[src/rtl/core/lzsd_pkg.sv]
`timescale 1ns / 1ps

package lzsd_pkg;

  localparam logic KIND_START = 1'b0;
  localparam logic KIND_DATA  = 1'b1;

  localparam logic [8:0]  FLAG_EMPTY  = 9'h001;
  localparam logic [8:0]  FLAG_MARK   = 9'h100;
  localparam logic [12:0] DIST_BASE   = 13'h1000;
  localparam logic [4:0]  RUN_BIAS    = 5'd3;

  typedef enum logic [1:0] {
    PH_IDLE,
    PH_RUN,
    PH_HIGH
  } lzsd_phase_t;

  typedef struct packed {
    logic        lit;
    logic        copy;
    logic [7:0]  lit_byte;
    logic [12:0] distance;
    logic [4:0]  run;
    logic        done;
  } lzsd_cmd_t;

  typedef struct packed {
    logic idle;
  } lzsd_status_t;

endpackage

[src/rtl/core/lzsd_if.sv]
`timescale 1ns / 1ps

interface lzsd_in_if #(
  parameter int LEN_W = 24
);
  logic             valid;
  logic             ready;
  logic             kind;
  logic [LEN_W-1:0] stream_length;
  logic [7:0]       in_byte;

  modport source (output valid, kind, stream_length, in_byte, input ready);
  modport sink (input valid, kind, stream_length, in_byte, output ready);
endinterface


[src/rtl/core/lzsd_parser.sv]
`timescale 1ns / 1ps

module lzsd_parser
  import lzsd_pkg::*;
#(
  parameter int LENGTH_BITS = 24
) (
  input  logic         clk,
  input  logic         rst_n,
  lzsd_in_if.sink      in_s,
  input  lzsd_status_t status,
  output lzsd_cmd_t    cmd
);

  lzsd_phase_t            phase_r, phase_nxt;
  logic [8:0]             flags_r, flags_nxt;
  logic [7:0]             tok_r, tok_nxt;
  logic [LENGTH_BITS-1:0] rem_r, rem_nxt;

  always_ff @(posedge clk) begin
    if (!rst_n) begin
      phase_r <= PH_IDLE;
      flags_r <= FLAG_EMPTY;
      tok_r   <= '0;
      rem_r   <= '0;
    end else begin
      phase_r <= phase_nxt;
      flags_r <= flags_nxt;
      tok_r   <= tok_nxt;
      rem_r   <= rem_nxt;
    end
  end

  assign in_s.ready = status.idle;

  always_comb begin
    logic                   acc;
    logic [4:0]             run;
    logic [LENGTH_BITS-1:0] rem_dec;
    logic [LENGTH_BITS-1:0] rem_sat;
    logic [LENGTH_BITS-1:0] len;
    acc       = in_s.valid && in_s.ready;
    run       = {1'b0, in_s.in_byte[7:4]} + RUN_BIAS;
    rem_dec   = rem_r - LENGTH_BITS'(1);
    rem_sat   = (rem_r >= LENGTH_BITS'(run)) ? rem_r - LENGTH_BITS'(run) : '0;
    len       = LENGTH_BITS'(in_s.stream_length);
    phase_nxt = phase_r;
    flags_nxt = flags_r;
    tok_nxt   = tok_r;
    rem_nxt   = rem_r;
    cmd       = '0;
    cmd.lit_byte = in_s.in_byte;
    cmd.distance = DIST_BASE - {1'b0, in_s.in_byte[3:0], tok_r};
    cmd.run   = run;
    if (acc) begin
      if (in_s.kind == KIND_START) begin
        rem_nxt   = len;
        flags_nxt = FLAG_EMPTY;
        tok_nxt   = '0;
        phase_nxt = (len != '0) ? PH_RUN : PH_IDLE;
      end else begin
        unique case (phase_r)
          PH_RUN: begin
            priority if (flags_r == FLAG_EMPTY) begin
              flags_nxt = FLAG_MARK | {1'b0, in_s.in_byte};
            end else if (flags_r[0]) begin
              rem_nxt   = rem_dec;
              flags_nxt = {1'b0, flags_r[8:1]};
              if (rem_dec == '0) begin
                phase_nxt = PH_IDLE;
              end
              cmd.lit  = 1'b1;
              cmd.done = (rem_dec == '0);
            end else begin
              tok_nxt   = in_s.in_byte;
              phase_nxt = PH_HIGH;
            end
          end
          PH_HIGH: begin
            rem_nxt   = rem_sat;
            flags_nxt = {1'b0, flags_r[8:1]};
            phase_nxt = (rem_sat != '0) ? PH_RUN : PH_IDLE;
            cmd.copy  = 1'b1;
            cmd.done  = (rem_sat == '0);
          end
          default: begin
          end
        endcase
      end
    end
  end

endmodule

[src/flat_wrapper.sv]
// flat-port wrapper written by rule: the top's interface ports become plain ports
module lzsd_parser_flat import lzsd_pkg::*;
#(
  parameter int LENGTH_BITS = 24
)
  (clk, rst_n, status, cmd, in_s_valid, in_s_kind, in_s_stream_length, in_s_in_byte, in_s_ready);
  lzsd_in_if in_s_i ();
  input  logic clk;
  input  logic rst_n;
  input  lzsd_status_t status;
  output lzsd_cmd_t cmd;
  input wire logic [$bits(in_s_i.valid)-1:0] in_s_valid;
  input wire logic [$bits(in_s_i.kind)-1:0] in_s_kind;
  input wire logic [$bits(in_s_i.stream_length)-1:0] in_s_stream_length;
  input wire logic [$bits(in_s_i.in_byte)-1:0] in_s_in_byte;
  output wire logic [$bits(in_s_i.ready)-1:0] in_s_ready;
  assign in_s_i.valid = in_s_valid;
  assign in_s_i.kind = in_s_kind;
  assign in_s_i.stream_length = in_s_stream_length;
  assign in_s_i.in_byte = in_s_in_byte;
  assign in_s_ready = in_s_i.ready;
  lzsd_parser #(.LENGTH_BITS(LENGTH_BITS)) u_core (.clk(clk), .rst_n(rst_n), .in_s(in_s_i), .status(status), .cmd(cmd));
endmodule
[config.mk]
export PLATFORM = sky130hd
export DESIGN_NAME = lzsd_parser_flat
export DESIGN_NICKNAME = d
export VERILOG_FILES = /design/src/rtl/core/lzsd_pkg.sv /design/src/rtl/core/lzsd_if.sv /design/src/rtl/core/lzsd_parser.sv /design/src/flat_wrapper.sv
export SDC_FILE = /design/constraint.sdc
export NUM_CORES = 1
export LEC_CHECK = 0
export BUFFER_PORTS_ARGS = -buffer_cell sky130_fd_sc_hd__buf_2
export CAP_MARGIN = 20
export CELL_PAD_IN_SITES_DETAIL_PLACEMENT = 1
export CELL_PAD_IN_SITES_GLOBAL_PLACEMENT = 1
export CORE_ASPECT_RATIO = 2
export CORE_MARGIN = 2
export CORE_UTILIZATION = 38
export DETAILED_ROUTE_END_ITERATION = 6
export GPL_TIMING_DRIVEN = 1
export PLACE_DENSITY_LB_ADDON = 0.1
export SLEW_MARGIN = 20
export SYNTH_ARGS = -nofsm -noshare
export SYNTH_HDL_FRONTEND = slang
export SYNTH_SLANG_ARGS = --single-unit
[constraint.sdc]
create_clock -name clk -period 3.3 [get_ports clk]
set_clock_uncertainty 0.2 [all_clocks]
set_input_delay 0.165 -clock clk [delete_from_list [all_inputs] [get_ports clk]]
set_output_delay 0.165 -clock clk [all_outputs]
set_load 0.1 [all_outputs]
==> results.ini <==
[placed_design]
pre_cts_slack_ns=-0.672
gp_congestion=1.02
hpwl_um=16600
place_area_um2=5460
portBuffers=66

[final_layout]
antennaDiodeCount=0
finalCoreUtilization=0.554
final_nets=786
final_area_um2=5990
synthToLayoutAreaGrowth_pct=43.4
drive_gt1_frac=0.359

[hold_path]
hold_class=in -> reg
min_path_cells=3

[worst_setup_path]
worstPathMaxFanout=4
rr_worst_depth=16
crit_required_ns=2.93
path_class=reg -> out
cp_data_arrival_time_ns=3.43
endpoint_kind=output port
startpoint_type=flop

[synth]
ys_seq_elements=43
postSynthCellCount=583
synth_edf_count=0
async_flop_share=0
yosysSeqAreaShare=0.206
ys_warn_count=0
synth_nets=631
yosysTopAreaCell=dfxtp_1
yosysUniqueCellTypes=71
post_synth.cell_area_avg_um2=7.16
synthesis.area_um2=4180
synth_most_common_cell=nand2_1
synth_top_area_frac=0.206
synth_area_leaders=dfxtp_1 21%, a21oi_1 6.1%, o21ai_0 6.1%
synth_commonest_cells=55 x nand2_1, 51 x a21oi_1, 51 x o21ai_0
ys.flop_type=dfxtp_1

[sta]
slew_violations=0
clock.fmax_mhz=264
setup_ws_ns=-0.491
slew-limit-headroom=0.499
setup-violations-final=1
finalHoldViolations=0
fin_crit_sh=1.15
period_needed_ns=3.79
rsz0062_at_grt=true
max_slew.worst_pin.slew_ns=0.752
holdWs_ns=0.0125
fin_setup_tns_ns=-0.491

[die]
ios=67
core_area_um2=10800
die_h_um=152
dieArea_um2=11900
die_width_um=78.1
start_util=0.386
num_rows=54

[grt]
antenna_found_initial=0
grt_use_total=0.354
grt_pass1_wl_um=31800
grt_max_degree=46
grt_pass1_vias=5706
overflow=0

[detailed_routing]
drc=0
wl_per_cell_um=23.9
drt_iter0_markers=191
vias=5330
vias_per_cell=6.06
firstDrtPassIters=5
finalWirelength_um=21000
ant_nets=0

[clock_network]
clk_latency_ns=0.29
tritoncts=yes
cts_sinks=43
cts_max_level=2
cts-root-buf=clkbuf_16
cts.path.max_buffers=2
path_clk_slew_ns=0.07
cts_buffers=5

[power]
p_per_area_nw_per_um2=422
ir_drop_mv=0.209
p_leak_uw=0.00250

[job]
max_cap_viol_count=0

[outcome]
violations=negative setup slack
outcome=finished with violations

## through the flow
stage | total power (uW) | std cells
floorplan | 1320 | 583
global placement | 1840 | 856
detailed placement | 1870 | 856
CTS | 2450 | 876
global route | 2650 | 879
finish | 2530 | 879
## power breakdown
group | switching [uW] | internal [uW] | leakage [uW]
Combinational | 836 | 601 | 0.00209
Clock | 240 | 284 | 0.0000664
Sequential | 27.2 | 540 | 0.000350
Total | 1100 | 1420 | 0.00250
## kinds of logic (layout without fill, tap and decap cells)
| group | Yosys count | in the layout | share of synthesized area |
|---|---|---|---|
| AO/OA/AOI/OAI | 194 | 194 | 0.305 |
| XOR/XNOR | 32 | 32 | 0.0704 |
| adder cells (fa/ha/maj) | 14 | 14 | 0.0419 |
| buffers and inverters | 77 | 233 | 0.0815 |
| flip-flops | 43 | 43 | 0.206 |
| multiplexers | 4 | 4 | 0.00959 |
| AND/OR/NAND/NOR | 219 | 219 | 0.285 |
## cell usage in the layout (no fill, tap or decap), types with 7 or more instances in the layout
master	netlist	routed
a21boi_0	9	7
a21oi_1	51	46
a22oi_1	10	9
and2_1	11	10
and3_1	8	8
buf_2	4	64
buf_4	10	120
buf_6	1	7
dfxtp_1	43	42
inv_1	25	20
nand2_1	55	55
nand3_1	17	15
nand4_1	10	10
nor2_1	37	35
nor2b_1	12	12
nor3_1	17	15
nor4_1	20	20
o211ai_1	14	14
o21ai_0	51	47
xnor2_1	20	17
xor2_1	11	10
## registers in the layout (all words and copies together) (netlist names)
| name | cells |
|---|---|
| u_core.rem_r | 24 |
| u_core.flags_r | 9 |
| u_core.tok_r | 8 |
| u_core.phase_r | 2 |
## final cells by class
type	instances	area, um^2
clock buffers	5	125
clock inverters	3	23.8
fillers	1376	4820
inverters	26	105
multi-input cells	463	3300
flip-flops and latches	43	862
well taps	140	175
repair buffers	199	1400
## path summary, 6_finish.rpt
path / startpoint / to / slack, ns
worst max-delay path: u_core.rem_r[0] / cmd[0] / -0.49
worst min-delay path: in_s_stream_length[20] / u_core.rem_r[20] / 0.01
worst max register to register: u_core.rem_r[0] / u_core.phase_r[0] / 0.06
worst min register to register: u_core.flags_r[7] / u_core.flags_r[7] / 0.34
## worst max-delay path: stages, from the launching register on
cell	delay [ns]
dfxtp_2	0.33
inv_2	0.09
ha_4	0.15
fa_2	0.21
inv_2	0.05
a21o_1	0.19
maj3_2	0.36
buf_6	0.15
a2111oi_4	0.33
xnor2_2	0.17
nand4_1	0.12
a2111oi_2	0.32
buf_4	0.20
a32oi_4	0.14
nor2_4	0.13
buf_12	0.18
## timing repair
item / CTS / global route
gates cloned: 0 / 0
hold buffers: 6 / 0
setup endpoints to repair: 7 / 12
pin swaps: 14 / 13
setup buffers: 6 / 3
endpoints found under the hold margin: 6 / 0
resized for setup: 19 / 34
## metal layers
layer	part of all wire	GRT usage
met5	0	0
met4	0.11	0.323
met3	0.040	0.0509
met2	0.54	0.660
met1	0.31	0.313
Note: power is estimated with default switching activity, not from simulation.
